==> src/rtl/qoipe_pkg.sv <==
package qoipe_pkg;

  localparam int INDEX_ENTRIES = 64;
  localparam int SLOT_W = $clog2(INDEX_ENTRIES);
  localparam int MAX_BYTES = 5;
  localparam int CNT_W = $clog2(MAX_BYTES + 1);

  localparam logic [7:0] OP_INDEX = 8'h00;
  localparam logic [7:0] OP_DIFF = 8'h40;
  localparam logic [7:0] OP_LUMA = 8'h80;
  localparam logic [7:0] OP_RUN = 8'hC0;
  localparam logic [7:0] OP_RGB = 8'hFE;

  localparam logic [5:0] RUN_LIMIT = 6'd62;
  localparam logic [SLOT_W-1:0] HASH_BIAS = SLOT_W'((255 * 11) % INDEX_ENTRIES);

  typedef struct packed {
    logic [MAX_BYTES-1:0][7:0] bytes;
    logic [CNT_W-1:0] count;
    logic frame_end;
  } rec_t;

endpackage

==> src/rtl/qoi_style_pixel_encoder_core.sv <==
// QOI-style RGB pixel encoder.
// The input channel takes one pixel per transaction together with the pixel at
// the same place in the previous frame and a frame_end flag. The result channel
// gives one byte of the coded stream per transaction; last_of_item marks the final
// byte that a pixel causes and frame_done the final byte of a frame. A pixel that
// only extends a run gives no bytes.
// A one-bit register selects difference mode; write it only while the block is idle.
// Pixels pass a two-stage classifier (coding and hashing, then table lookup and
// opcode choice) into a queue of byte groups, which a serializer drains.
// Pixels pass the stage-one and stage-two registers and the queue before their
// first byte enters the output register. Throughput: one pixel per cycle while
// pixels average at most one byte each; one byte leaves per cycle unless stalled.
// When the receiver stalls, the output byte holds, the queue fills and the input
// stall then rises. Synchronous reset clears the run, previous pixel, seen-color
// table and register, and all pipeline and queue state; no item is lost after it.
module qoi_style_pixel_encoder_core #(
  parameter int QUEUE_DEPTH = 4
) (
  input  logic       clk,
  input  logic       rst_n,
  input  logic       cfg_write_en,
  input  logic       cfg_write_data,
  input  logic       in_valid,
  output logic       in_stall,
  input  logic [7:0] in_pixel_red,
  input  logic [7:0] in_pixel_green,
  input  logic [7:0] in_pixel_blue,
  input  logic [7:0] in_ref_red,
  input  logic [7:0] in_ref_green,
  input  logic [7:0] in_ref_blue,
  input  logic       in_frame_end,
  output logic       out_valid,
  input  logic       out_stall,
  output logic [7:0] out_code_byte,
  output logic       out_last_of_item,
  output logic       out_frame_done
);
  import qoipe_pkg::*;

  logic diff_mode_r;
  logic q_push, q_full, q_pop, q_empty;
  rec_t q_rec, q_head;

  always_ff @(posedge clk) begin
    if (!rst_n) begin
      diff_mode_r <= 1'b0;
    end else if (cfg_write_en) begin
      diff_mode_r <= cfg_write_data;
    end
  end

  qoipe_front u_front (
    .clk            (clk),
    .rst_n          (rst_n),
    .diff_mode      (diff_mode_r),
    .in_valid       (in_valid),
    .in_stall       (in_stall),
    .in_pixel_red   (in_pixel_red),
    .in_pixel_green (in_pixel_green),
    .in_pixel_blue  (in_pixel_blue),
    .in_ref_red     (in_ref_red),
    .in_ref_green   (in_ref_green),
    .in_ref_blue    (in_ref_blue),
    .in_frame_end   (in_frame_end),
    .q_full         (q_full),
    .q_push         (q_push),
    .q_rec          (q_rec)
  );

  qoipe_fifo #(
    .DEPTH (QUEUE_DEPTH)
  ) u_fifo (
    .clk       (clk),
    .rst_n     (rst_n),
    .push      (q_push),
    .push_data (q_rec),
    .full      (q_full),
    .pop       (q_pop),
    .head      (q_head),
    .empty     (q_empty)
  );

  qoipe_back u_back (
    .clk              (clk),
    .rst_n            (rst_n),
    .q_empty          (q_empty),
    .q_head           (q_head),
    .q_pop            (q_pop),
    .out_valid        (out_valid),
    .out_stall        (out_stall),
    .out_code_byte    (out_code_byte),
    .out_last_of_item (out_last_of_item),
    .out_frame_done   (out_frame_done)
  );

endmodule

==> src/rtl/qoipe_front.sv <==
module qoipe_front (
  input  logic                 clk,
  input  logic                 rst_n,
  input  logic                 diff_mode,
  input  logic                 in_valid,
  output logic                 in_stall,
  input  logic [7:0]           in_pixel_red,
  input  logic [7:0]           in_pixel_green,
  input  logic [7:0]           in_pixel_blue,
  input  logic [7:0]           in_ref_red,
  input  logic [7:0]           in_ref_green,
  input  logic [7:0]           in_ref_blue,
  input  logic                 in_frame_end,
  input  logic                 q_full,
  output logic                 q_push,
  output qoipe_pkg::rec_t      q_rec
);
  import qoipe_pkg::*;

  // Stage one: coded pixel and seen-color slot.
  logic [7:0] cr_in, cg_in, cb_in;
  logic [5:0] r6, g6, b6;
  logic [SLOT_W-1:0] slot_in;

  logic              s1_valid_r;
  logic [23:0]       s1_px_r;
  logic [SLOT_W-1:0] s1_slot_r;
  logic              s1_end_r;

  logic              s2_valid_r;
  logic [23:0]       s2_px_r;
  logic [SLOT_W-1:0] s2_slot_r;
  logic              s2_end_r;
  logic [23:0]       rd_data_r;

  logic [23:0]              seen_mem [INDEX_ENTRIES];
  logic [INDEX_ENTRIES-1:0] seen_valid_r;
  logic                     wr_valid_r;
  logic [SLOT_W-1:0]        wr_slot_r;
  logic [23:0]              wr_data_r;

  logic [23:0] last_r;
  logic [5:0]  run_r;
  logic [5:0]  run_nxt;

  logic accept, adv1, fire2, wr_en;

  assign cr_in = diff_mode ? (in_ref_red - in_pixel_red) : in_pixel_red;
  assign cg_in = diff_mode ? (in_ref_green - in_pixel_green) : in_pixel_green;
  assign cb_in = diff_mode ? (in_ref_blue - in_pixel_blue) : in_pixel_blue;
  assign r6 = cr_in[5:0];
  assign g6 = cg_in[5:0];
  assign b6 = cb_in[5:0];
  assign slot_in = r6 + (r6 << 1) + g6 + (g6 << 2) + (b6 << 3) - b6 + HASH_BIAS;

  assign fire2 = s2_valid_r && !q_full;
  assign adv1 = s1_valid_r && (!s2_valid_r || fire2);
  assign in_stall = s1_valid_r && !adv1;
  assign accept = in_valid && !in_stall;

  always_ff @(posedge clk) begin
    if (!rst_n) begin
      s1_valid_r <= 1'b0;
      s2_valid_r <= 1'b0;
    end else begin
      s1_valid_r <= accept || (s1_valid_r && !adv1);
      s2_valid_r <= adv1 || (s2_valid_r && !fire2);
    end
  end

  always_ff @(posedge clk) begin
    if (accept) begin
      s1_px_r <= {cr_in, cg_in, cb_in};
      s1_slot_r <= slot_in;
      s1_end_r <= in_frame_end;
    end
    if (adv1) begin
      s2_px_r <= s1_px_r;
      s2_slot_r <= s1_slot_r;
      s2_end_r <= s1_end_r;
      rd_data_r <= seen_mem[s1_slot_r];
    end
    if (wr_en && fire2) begin
      seen_mem[s2_slot_r] <= s2_px_r;
    end
  end

  // Stage two: classify against the previous coded pixel and the table.
  logic [7:0] cr, cg, cb, lr, lg, lb;
  logic signed [7:0] dr, dg, db;
  logic signed [9:0] rr, rb;
  logic eq, fwd, hit, diff_ok, luma_ok;
  logic [23:0] seen_raw, seen;
  logic [MAX_BYTES-1:0][7:0] bytes_v;
  logic [CNT_W-1:0] n;

  assign {cr, cg, cb} = s2_px_r;
  assign {lr, lg, lb} = last_r;
  assign dr = cr - lr;
  assign dg = cg - lg;
  assign db = cb - lb;
  assign rr = 10'(dr) - 10'(dg);
  assign rb = 10'(db) - 10'(dg);
  assign eq = (s2_px_r == last_r);
  assign fwd = wr_valid_r && (wr_slot_r == s2_slot_r);
  assign seen_raw = fwd ? wr_data_r : rd_data_r;
  assign seen = seen_valid_r[s2_slot_r] ? seen_raw : 24'd0;
  assign hit = (seen == s2_px_r);
  assign diff_ok = (dr >= -8'sd2) && (dr <= 8'sd1) && (dg >= -8'sd2) && (dg <= 8'sd1) &&
                   (db >= -8'sd2) && (db <= 8'sd1);
  assign luma_ok = (dg >= -8'sd32) && (dg <= 8'sd31) && (rr >= -10'sd8) && (rr <= 10'sd7) &&
                   (rb >= -10'sd8) && (rb <= 10'sd7);

  always_comb begin
    bytes_v = '0;
    n = '0;
    run_nxt = run_r;
    wr_en = 1'b0;
    if (eq) begin
      if (run_r == RUN_LIMIT - 6'd1) begin
        bytes_v[n] = OP_RUN | {2'b00, RUN_LIMIT - 6'd1};
        n = n + 1'b1;
        run_nxt = '0;
      end else begin
        run_nxt = run_r + 6'd1;
      end
    end else begin
      if (run_r != 6'd0) begin
        bytes_v[n] = OP_RUN | {2'b00, run_r - 6'd1};
        n = n + 1'b1;
      end
      run_nxt = '0;
      if (hit) begin
        bytes_v[n] = OP_INDEX | {{(8 - SLOT_W){1'b0}}, s2_slot_r};
        n = n + 1'b1;
      end else begin
        wr_en = 1'b1;
        if (diff_ok) begin
          bytes_v[n] = OP_DIFF | {2'b00, 2'(dr + 8'sd2), 2'(dg + 8'sd2), 2'(db + 8'sd2)};
          n = n + 1'b1;
        end else if (luma_ok) begin
          bytes_v[n] = OP_LUMA | {2'b00, 6'(dg + 8'sd32)};
          n = n + 1'b1;
          bytes_v[n] = {4'(rr + 10'sd8), 4'(rb + 10'sd8)};
          n = n + 1'b1;
        end else begin
          bytes_v[n] = OP_RGB;
          n = n + 1'b1;
          bytes_v[n] = cr;
          n = n + 1'b1;
          bytes_v[n] = cg;
          n = n + 1'b1;
          bytes_v[n] = cb;
          n = n + 1'b1;
        end
      end
    end
    if (s2_end_r && (run_nxt != 6'd0)) begin
      bytes_v[n] = OP_RUN | {2'b00, run_nxt - 6'd1};
      n = n + 1'b1;
    end
  end

  assign q_push = fire2 && (n != '0);
  assign q_rec = '{bytes: bytes_v, count: n, frame_end: s2_end_r};

  always_ff @(posedge clk) begin
    if (!rst_n) begin
      last_r <= '0;
      run_r <= '0;
      seen_valid_r <= '0;
      wr_valid_r <= 1'b0;
    end else if (fire2) begin
      if (s2_end_r) begin
        last_r <= '0;
        run_r <= '0;
        seen_valid_r <= '0;
      end else begin
        last_r <= s2_px_r;
        run_r <= run_nxt;
        if (wr_en) begin
          seen_valid_r[s2_slot_r] <= 1'b1;
        end
      end
      if (wr_en) begin
        wr_valid_r <= 1'b1;
      end
    end
  end

  always_ff @(posedge clk) begin
    if (fire2 && wr_en) begin
      wr_slot_r <= s2_slot_r;
      wr_data_r <= s2_px_r;
    end
  end

endmodule

==> src/rtl/qoipe_fifo.sv <==
module qoipe_fifo #(
  parameter int DEPTH = 4
) (
  input  logic            clk,
  input  logic            rst_n,
  input  logic            push,
  input  qoipe_pkg::rec_t push_data,
  output logic            full,
  input  logic            pop,
  output qoipe_pkg::rec_t head,
  output logic            empty
);
  import qoipe_pkg::*;

  localparam int PTR_W = $clog2(DEPTH);
  localparam int CNT_QW = $clog2(DEPTH + 1);
  localparam logic [PTR_W-1:0] LAST_PTR = PTR_W'(DEPTH - 1);
  localparam logic [CNT_QW-1:0] FULL_CNT = CNT_QW'(DEPTH);

  rec_t              store_r [DEPTH];
  logic [PTR_W-1:0]  wr_ptr_r, rd_ptr_r;
  logic [CNT_QW-1:0] count_r;
  logic              do_push, do_pop;

  assign full = (count_r == FULL_CNT);
  assign empty = (count_r == '0);
  assign do_push = push && !full;
  assign do_pop = pop && !empty;
  assign head = store_r[rd_ptr_r];

  always_ff @(posedge clk) begin
    if (!rst_n) begin
      wr_ptr_r <= '0;
      rd_ptr_r <= '0;
      count_r <= '0;
    end else begin
      if (do_push) begin
        wr_ptr_r <= (wr_ptr_r == LAST_PTR) ? '0 : wr_ptr_r + 1'b1;
      end
      if (do_pop) begin
        rd_ptr_r <= (rd_ptr_r == LAST_PTR) ? '0 : rd_ptr_r + 1'b1;
      end
      if (do_push && !do_pop) begin
        count_r <= count_r + 1'b1;
      end else if (do_pop && !do_push) begin
        count_r <= count_r - 1'b1;
      end
    end
  end

  always_ff @(posedge clk) begin
    if (do_push) begin
      store_r[wr_ptr_r] <= push_data;
    end
  end

endmodule

==> src/rtl/qoipe_back.sv <==
module qoipe_back (
  input  logic            clk,
  input  logic            rst_n,
  input  logic            q_empty,
  input  qoipe_pkg::rec_t q_head,
  output logic            q_pop,
  output logic            out_valid,
  input  logic            out_stall,
  output logic [7:0]      out_code_byte,
  output logic            out_last_of_item,
  output logic            out_frame_done
);
  import qoipe_pkg::*;

  logic [CNT_W-1:0] idx_r;
  logic             out_valid_r;
  logic [7:0]       code_r;
  logic             last_r;
  logic             done_r;
  logic             load, is_last;

  assign load = !q_empty && (!out_valid_r || !out_stall);
  assign is_last = (idx_r == q_head.count - 1'b1);
  assign q_pop = load && is_last;

  always_ff @(posedge clk) begin
    if (!rst_n) begin
      out_valid_r <= 1'b0;
      idx_r <= '0;
    end else begin
      if (load) begin
        out_valid_r <= 1'b1;
        idx_r <= is_last ? '0 : idx_r + 1'b1;
      end else if (!out_stall) begin
        out_valid_r <= 1'b0;
      end
    end
  end

  always_ff @(posedge clk) begin
    if (load) begin
      code_r <= q_head.bytes[idx_r];
      last_r <= is_last;
      done_r <= is_last && q_head.frame_end;
    end
  end

  assign out_valid = out_valid_r;
  assign out_code_byte = code_r;
  assign out_last_of_item = last_r;
  assign out_frame_done = done_r;

endmodule

==> config.mk <==
export PLATFORM = sky130hd
export DESIGN_NAME = qoi_style_pixel_encoder_core
export DESIGN_NICKNAME = d
export VERILOG_FILES = /design/src/rtl/qoipe_pkg.sv /design/src/rtl/qoi_style_pixel_encoder_core.sv /design/src/rtl/qoipe_front.sv /design/src/rtl/qoipe_fifo.sv /design/src/rtl/qoipe_back.sv
export SDC_FILE = /design/constraint.sdc
export NUM_CORES = 2
export LEC_CHECK = 0
export ABC_AREA = 0
export BUFFER_PORTS_ARGS = -buffer_cell sky130_fd_sc_hd__buf_2
export CAP_MARGIN = 20
export CORE_ASPECT_RATIO = 0.8
export CORE_MARGIN = 5
export CORE_UTILIZATION = 61
export CTS_CLUSTER_SIZE = 14
export DETAILED_ROUTE_END_ITERATION = 16
export MAX_ROUTING_LAYER = met4
export PLACE_DENSITY_LB_ADDON = 0.3
export SYNTH_ARGS = -nofsm -noshare
export SYNTH_HDL_FRONTEND = slang
export SYNTH_SLANG_ARGS = --single-unit
==> constraint.sdc <==
create_clock -name clk -period 20.4 [get_ports clk]
set_input_delay 1.02 -clock clk [delete_from_list [all_inputs] [get_ports clk]]
set_output_delay 1.02 -clock clk [all_outputs]
set_load 0.05 [all_outputs]
# Word level (Yosys, flattened, before mapping)
# Memories as Yosys holds them, arrays and structs flattened. A register that Yosys moved wholly into a read port is not among the register bits.
# Cells that the tools add are included.
# totals
register_bits	211
ram_bits	1712
in_bits	55
output_inout_bits	12
wordCells	218
mem_count	2
# classes
addsub	34
n_lt_le_gt_ge	25
n_eq_ne	9
muxes	67
bitwise	4
reduce_logical	54
# mem_list
memory	depth	width	rd	rd_ports_with_merged_regs	wr	line	rtl
u_front.seen_mem	64	24	1	1	1	qoipe_front.sv:36	logic [23:0] seen_mem [INDEX_ENTRIES];
u_fifo.store_r	4	44	1	1	1	qoipe_fifo.sv:20	rec_t store_r [DEPTH];
# op_table
op	count
bitwise mux 40 bit	8
two-way mux 40 bit	4
two-way mux 64 bit	2
demux 8 bit (select 3 bit)	5
two-way mux 8 bit	13
two-way mux 24 bit	3
OR 64 bit	1
equality test 24 bit	2
subtractor 8 bit	6
OR 7 x 35 -> 35 bit	1
logical AND 1 bit	32
two-way mux 32 bit	1
two-way mux 3 bit	9
adder 6 bit	4
binary-select mux 8 bit (select 3 bit)	1
>= comparator 8 x 2 -> 1 bit (second input constant)	3
<= comparator 8 x 2 -> 1 bit (second input constant)	3
less-than comparator 3 x 4 -> 1 bit (second input constant)	6
adder 3 x 1 -> 3 bit (second input constant)	7
>= comparator 9 x 4 -> 1 bit (second input constant)	2
<= comparator 9 x 4 -> 1 bit (second input constant)	2
two-way mux 6 bit	3
subtractor 8 x 8 -> 9 bit	2
>= comparator 3 x 1 -> 1 bit (second input constant)	5
31 further kinds	68

# Logic depth before layout (Yosys ltp)
# depth
depth_word	20
depth_mapped	28
mapped_depth_nobuf	28

# By module
# From an unflattened synthesis, not the netlist that was laid out.
# unflattened
hier_cells	4153
hier_area_um2	80368.3
# by_module_without_submodules
mod	n_inst	cells_per_inst	area_per_inst_um2	seq_area_each_um2
qoipe_front	1	3796	72548.3	51549.4
qoipe_fifo	1	281	6887.9	5465.2
qoipe_back	1	73	895.9	380.4
qoi_style_pixel_encoder_core	1	3	36.3	20.0

# Worst setup path after synthesis
# No wires, ideal clock.
# synth_timing
path_kind	register to register
from	register u_front.s2_px_r[16]
to	memory u_fifo.store_r[0][0] in the netlist's numbering, enable pin
setup_time_ns	0.406
t_arrival_ns	6.900
required_ns	19.994
path_slack_ns	13.094
stages_incl_launch_ff	23
path_buffers	0
period_less_slack_ns	7.306
cell_sequence	edfxtp_1 inv_1 ha_1 fa_1 xor2_1 inv_1 ha_1 nor2b_1 o21ai_0 nand2b_1 maj3_1 maj3_1 a2111oi_0 a211oi_1 nor4b_1 o21ai_0 a21oi_2 nand2_1 inv_1 ha_1 or3_1 a31oi_2 and2_1
# synth_via
elab_chain_len	18
elab_cells_between_ends	31
classes_between	3 x add/sub; 4 x order compare; 2 x eq/ne; 8 x mux; 14 x reduce/logical
# synth_lines
item	line	rtl
from (decl)	qoipe_front.sv:31	logic [23:0] s2_px_r;
from (signal assigned)	qoipe_front.sv:78	s2_px_r <= s1_px_r;
subtractor 8 bit	qoipe_front.sv:99	assign dr = cr - lr;
subtractor 8 x 8 -> 9 bit	qoipe_front.sv:102	assign rr = 10'(dr) - 10'(dg);
>= comparator 9 x 4 -> 1 bit	qoipe_front.sv:111	assign luma_ok = (dg >= -8'sd32) && (dg <= 8'sd31) && (rr >= -10'sd8) && (rr <= 10'sd7) &&
logical AND 1 bit (3 in series)	qoipe_front.sv:111	
logical AND 1 bit	qoipe_front.sv:112	(rb >= -10'sd8) && (rb <= 10'sd7);
two-way mux 3 bit	qoipe_front.sv:141	end else if (luma_ok) begin
two-way mux 3 bit	qoipe_front.sv:138	if (diff_ok) begin
two-way mux 3 bit	qoipe_front.sv:133	if (hit) begin
two-way mux 3 bit	qoipe_front.sv:119	if (eq) begin
adder 3 x 1 -> 3 bit	qoipe_front.sv:160	n = n + 1'b1;
two-way mux 3 bit *	qoipe_front.sv:158	if (s2_end_r && (run_nxt != 6'd0)) begin
nonzero test 3 bit *	qoipe_front.sv:164	assign q_push = fire2 && (n != '0);
logical AND 1 bit *	qoipe_front.sv:164	
logical AND 1 bit *	qoipe_fifo.sv:27	assign do_push = push && !full;
via u_fifo.do_push	qoipe_fifo.sv:23	logic do_push, do_pop;
two-way mux 1 bit *	qoipe_fifo.sv:52	if (do_push) begin
two-way mux 1 bit (not written as such) *	qoipe_fifo.sv:53	store_r[wr_ptr_r] <= push_data;
to (decl)	qoipe_fifo.sv:20	
# The timed path passes the listed nets; every way through them passes the cells marked *.

# Final worst setup path
# layout_timing
from	register u_front.s2_px_r[16]
to	register u_fifo.count_r[2]
# layout_via
elab_chain_len	19
elab_cells_between_ends	34
classes_between	3 x add/sub; 4 x order compare; 2 x eq/ne; 7 x mux; 18 x reduce/logical
# layout_lines
item	line	rtl
subtractor 8 bit	qoipe_front.sv:99	
subtractor 8 x 8 -> 9 bit	qoipe_front.sv:102	
>= comparator 9 x 4 -> 1 bit	qoipe_front.sv:111	
logical AND 1 bit (3 in series)	qoipe_front.sv:111	
logical AND 1 bit	qoipe_front.sv:112	
two-way mux 3 bit	qoipe_front.sv:141	
two-way mux 3 bit	qoipe_front.sv:138	
two-way mux 3 bit	qoipe_front.sv:133	
(+2 left out)	-	
two-way mux 3 bit *	qoipe_front.sv:158	
nonzero test 3 bit *	qoipe_front.sv:164	
logical AND 1 bit *	qoipe_front.sv:164	
logical AND 1 bit *	qoipe_fifo.sv:27	
via u_fifo.do_push	qoipe_fifo.sv:23	
logical NOT 1 bit	qoipe_fifo.sv:45	end else if (do_pop && !do_push) begin
logical AND 1 bit	qoipe_fifo.sv:45	
nonzero test 2 bit (no source line)	-	
to (signal assigned)	qoipe_fifo.sv:44	count_r <= count_r + 1'b1;
to (signal assigned)	qoipe_fifo.sv:46	count_r <= count_r - 1'b1;
to (decl)	qoipe_fifo.sv:22	logic [CNT_QW-1:0] count_r;
# Marked as above.
# A chain may end at the register's enable or synchronous reset.

==> results list <==
- Outcome: completed
* CTS Hold Bufs: 0
- Max Used Layer: met4
- Least-Margin Pin Slew: 1.19 ns
* Half-perimeter wire length after detailed placement: 109 mm
- Worst Hold Endpoint: u_front.s1_end_r$_DFFE_PP_
- Highest attainable clock frequency: 131 MHz
- Largest cells by area after synthesis: sky130_fd_sc_hd__edfxtp_1 69%, sky130_fd_sc_hd__mux4_2 16%, sky130_fd_sc_hd__dfxtp_1 2.8%
- In the final layout, the share of cells above drive strength 1 is 0.244.
- Clock latency on the worst-skew pair: 0.83 ns
- Category of the worst setup path launch point: flip-flop
- Synth cell types: 82
- Post-CTS setup repair buffer count: 0
- Clock tree synthesis selected as its root buffer the cell sky130_fd_sc_hd__clkbuf_16.
- Of all nets on the critical path, the largest fanout is 70.
* Sequential share of the synthesized area: 0.718
- Startpoint-to-endpoint class of the critical path: flip-flop to flip-flop
- The setup check on the worst reg-to-reg path leaves a slack of 12.76 ns.
- For this run, design rule violations remaining after detail routing come to 0.
* Worst Path Required: 21.13 ns
* Tcrit/Tclk final: 0.374
- The worst hold path begins at in_frame_end.
- The min-delay analysis places its worst path in the category primary input to flip-flop.
* I/O pin count: 67
* Endpoint arrival time on the critical path: 8.37 ns
- The number of antenna violations at the first check in global routing was 18.
- Number of synthesized flops with an enable pin: 1,838
* Detailed Route Iter0 Violations: 6,583
- The number of gates resized after CTS was 0.
- Vias in the first global route: 42,000
- The detailed router put a total of 77.1 mm of wire on met1.
- Area growth from synthesis to layout: 10.5%
- At the end of routability-driven placement, the weighted congestion stood at 0.943.
- The number of clock buffers added by TritonCTS is 177.
- Worst IR Drop VDD: 118 uV
- The number of cells on the worst reg-to-reg path is 28.
* Power Density: 108 nW/um2
* DIE HEIGHT: 334 um
- TNS Setup: 0 ns
* MaxCap Viol Count: 0
- Wire length on met2: 99.5 mm
- After floorplanning, the core was divided into 118 placement rows.
- The average instance in the mapped netlist occupies 19.3 um2.
- CP max-delay cell: sky130_fd_sc_hd__buf_4
- Area share of the leading cell type in the synthesized netlist: 0.690
- Most instantiated library cell after synthesis: sky130_fd_sc_hd__edfxtp_1
* Number of instances in the synthesized netlist: 4,137
- Crit path time final: 7.64 ns
- Port bufs: 66
- The clock passes through at most 3 buffers.
* Leakage Power: 28.3 nW
- Total internal power: 6.97 mW
- When the netlist entered floorplanning its net count stood at 4,287.
- In this run the cell area of the synthesized design comes to 80,000 um2.
- Counting flops and latches in the post-synthesis netlist gives 1,949.
- Of the total power, combinational logic draws 0.192.
- Entering global routing, the biggest net connects 155 pins.
* Starting density of the core: 0.616
* Biggest cell delay along the critical path: 0.66 ns
* Final number of max-transition violations: 0
* Worst-case headroom to the max-slew limit: 0.202
- Wires add up to 206 mm.
- Overall routing resource usage: 0.310
- Final hold slack: 0.388 ns
* Per-cell routed wire length: 33.5 um
- Die Area: 139,000 um2
* Switching share of power: 0.268
- Setup repair after global routing missed its margin: no
* H-tree levels: 4
- Utilization after layout: 0.680
* Area inside the core boundary: 130,000 um2
* Clk sink count: 1,949
- Post-CTS clock slew at the launch and capture registers of the worst setup and hold paths: 0.06 ns
* Hold Crit Depth: 1
- Top cell types by occurrence after synthesis: 1,838 x sky130_fd_sc_hd__edfxtp_1, 561 x sky130_fd_sc_hd__mux4_2, 220 x sky130_fd_sc_hd__nor2_1, 149 x sky130_fd_sc_hd__clkbuf_1, 133 x sky130_fd_sc_hd__inv_1
- Post-detailed-route via-to-cell ratio: 6.94
* Chip width: 415 um
- The most used flip-flop cell after synthesis is sky130_fd_sc_hd__edfxtp_1.
- Detailed routing inserted a total of 42,700 vias.
- Synth warn: 0
* Met3 WL: 24.1 mm
* Biggest area consumer among synthesized cells: sky130_fd_sc_hd__edfxtp_1
- CP Capture Type: flip-flop
* Iteration count of the initial detailed-routing pass: 6
* Clock share of power: 0.337
- The analysis attributes to net switching a power of 2.56 mW.
- Remaining antenna violation count after routing: 0
- In this run the critical register-to-register path is captured at u_fifo.count_r[2]$_SDFFE_PN0P_.
- Worst r2r src: u_front.s2_px_r[16]$_DFFE_PP_
- TritonCTS clock tree: done
- Overflow left after global routing: 0
- Of the total power, registers draw 0.471.
- Count of final setup violators: 0
- Clock Skew: 0.0377 ns
- Asr flop ratio synth: 0
* Final Hold Violating Endpoints: 0
* First-pass GRT wire length: 299 mm
- Post-layout net count: 4,423
[power groups by stage]
stage	Clock (mW)	Sequential, mW	Combinational (mW)
global route	3.43	4.49	1.90
finish	3.21	4.49	1.83
CTS	3.24	4.49	1.81
global placement	0	4.57	1.76
floorplan	0	4.60	1.12
detailed placement	0	4.58	1.79
[layout make-up]
type                    count  area, um2
clock inverters            81        734
flip-flops and latches   1949      57400
fillers                  7996      41500
multi-input cells        1840      21600
well taps                1740       2180
clock buffers             236       4720
inverters                 133        499
repair buffers            172       1210
diodes                      7       17.5
[critical path, delay by kind of cell (launching register included)]
kind,cells,cell delay [ns]
AOI/OAI and AO/OA,7,1.77
buffers and inverters,5,1.07
and+or+nand+nor,6,1.25
xor gates and xnor gates,2,0.43
DFF,1,0.32
adders and majority gates,8,2.73
[per-stage QoR]
| step | power (mW) | std cells | setup slack, ns | instance area [um2] |
|---|---|---|---|---|
| after floorplan | 5.72 | 4137 | 13.09 | 80000 |
| final | 9.53 | 6158 | 12.76 | 88400 |
| after detailed placement | 6.36 | 5832 | 12.98 | 82900 |
| after CTS | 9.54 | 6149 | 12.88 | 88300 |
| after global routing | 9.83 | 6157 | 12.33 | 88400 |
| after global placement | 6.33 | 5832 | 13.14 | 82900 |
[layout by cell type (no fill, tap or decap), types with 27 or more instances in the layout]
cell	instances
sky130_fd_sc_hd__a21o_1	33
sky130_fd_sc_hd__a21oi_1	76
sky130_fd_sc_hd__buf_2	66
sky130_fd_sc_hd__buf_4	100
sky130_fd_sc_hd__clkbuf_1	54
sky130_fd_sc_hd__clkbuf_16	179
sky130_fd_sc_hd__clkinv_2	27
sky130_fd_sc_hd__dfxtp_1	109
sky130_fd_sc_hd__edfxtp_1	1838
sky130_fd_sc_hd__ha_1	73
sky130_fd_sc_hd__inv_1	133
sky130_fd_sc_hd__mux2i_1	43
sky130_fd_sc_hd__mux4_2	561
sky130_fd_sc_hd__nand2_1	120
sky130_fd_sc_hd__nand3_1	40
sky130_fd_sc_hd__nor2_1	155
sky130_fd_sc_hd__nor2_2	32
sky130_fd_sc_hd__nor2_4	34
sky130_fd_sc_hd__nor2b_1	49
sky130_fd_sc_hd__nor3_1	34
sky130_fd_sc_hd__o21a_1	72
sky130_fd_sc_hd__o21ai_0	77
sky130_fd_sc_hd__xnor2_1	59
sky130_fd_sc_hd__xor2_1	35
[metal layers]
metal | GRT usage | vias up
met5 | - | -
met4 | 0.0869 | 0
met3 | 0.0640 | 396
met2 | 0.472 | 3062
met1 | 0.437 | 22200
li1 | - | 17100
[worst max-delay path by stage]
| stage | from | to | cells after the start |
|---|---|---|---|
| floorplan | u_front.s2_px_r[16]$_DFFE_PP_ | u_fifo.store_r[0][0]$_DFFE_PP_ | 22 |
| global placement | u_front.s2_px_r[16]$_DFFE_PP_ | u_fifo.count_r[2]$_SDFFE_PN0P_ | 28 |
| detailed placement | u_front.s2_px_r[16]$_DFFE_PP_ | u_fifo.count_r[2]$_SDFFE_PN0P_ | 28 |
| CTS | u_front.s2_px_r[16]$_DFFE_PP_ | u_fifo.count_r[2]$_SDFFE_PN0P_ | 28 |
| global route | u_front.s2_px_r[16]$_DFFE_PP_ | u_fifo.count_r[2]$_SDFFE_PN0P_ | 24 |
| finish | u_front.s2_px_r[16]$_DFFE_PP_ | u_fifo.count_r[2]$_SDFFE_PN0P_ | 28 |
[state kept, by name, summed over array words and instances, names as in the netlist, 2 cells and up, named ones only]
signal,flops
u_front.wr_slot_r,6
u_front.rd_data_r,24
u_back.out_code_byte,8
u_fifo.rd_ptr_r,2
u_back.idx_r,3
u_front.s1_slot_r,6
u_fifo.count_r,3
u_front.run_r,6
u_front.s2_slot_r,6
u_fifo.wr_ptr_r,2
u_front.s2_px_r,24
u_front.seen_mem,1536
u_front.seen_valid_r,64
u_front.wr_data_r,24
u_fifo.store_r,176
u_front.last_r,24
u_front.s1_px_r,24
[logic make-up after synthesis]
family | after synthesis | share of synthesized area
buffers and inverters | 348 | 0.0167
adder cells (fa/ha/maj) | 101 | 0.0177
AND/OR/NAND/NOR | 624 | 0.0379
flip-flops | 1949 | 0.718
multiplexers | 621 | 0.166
AO/OA/AOI/OAI | 400 | 0.0337
XOR/XNOR | 94 | 0.0103
(Power assumes the default switching activity.)
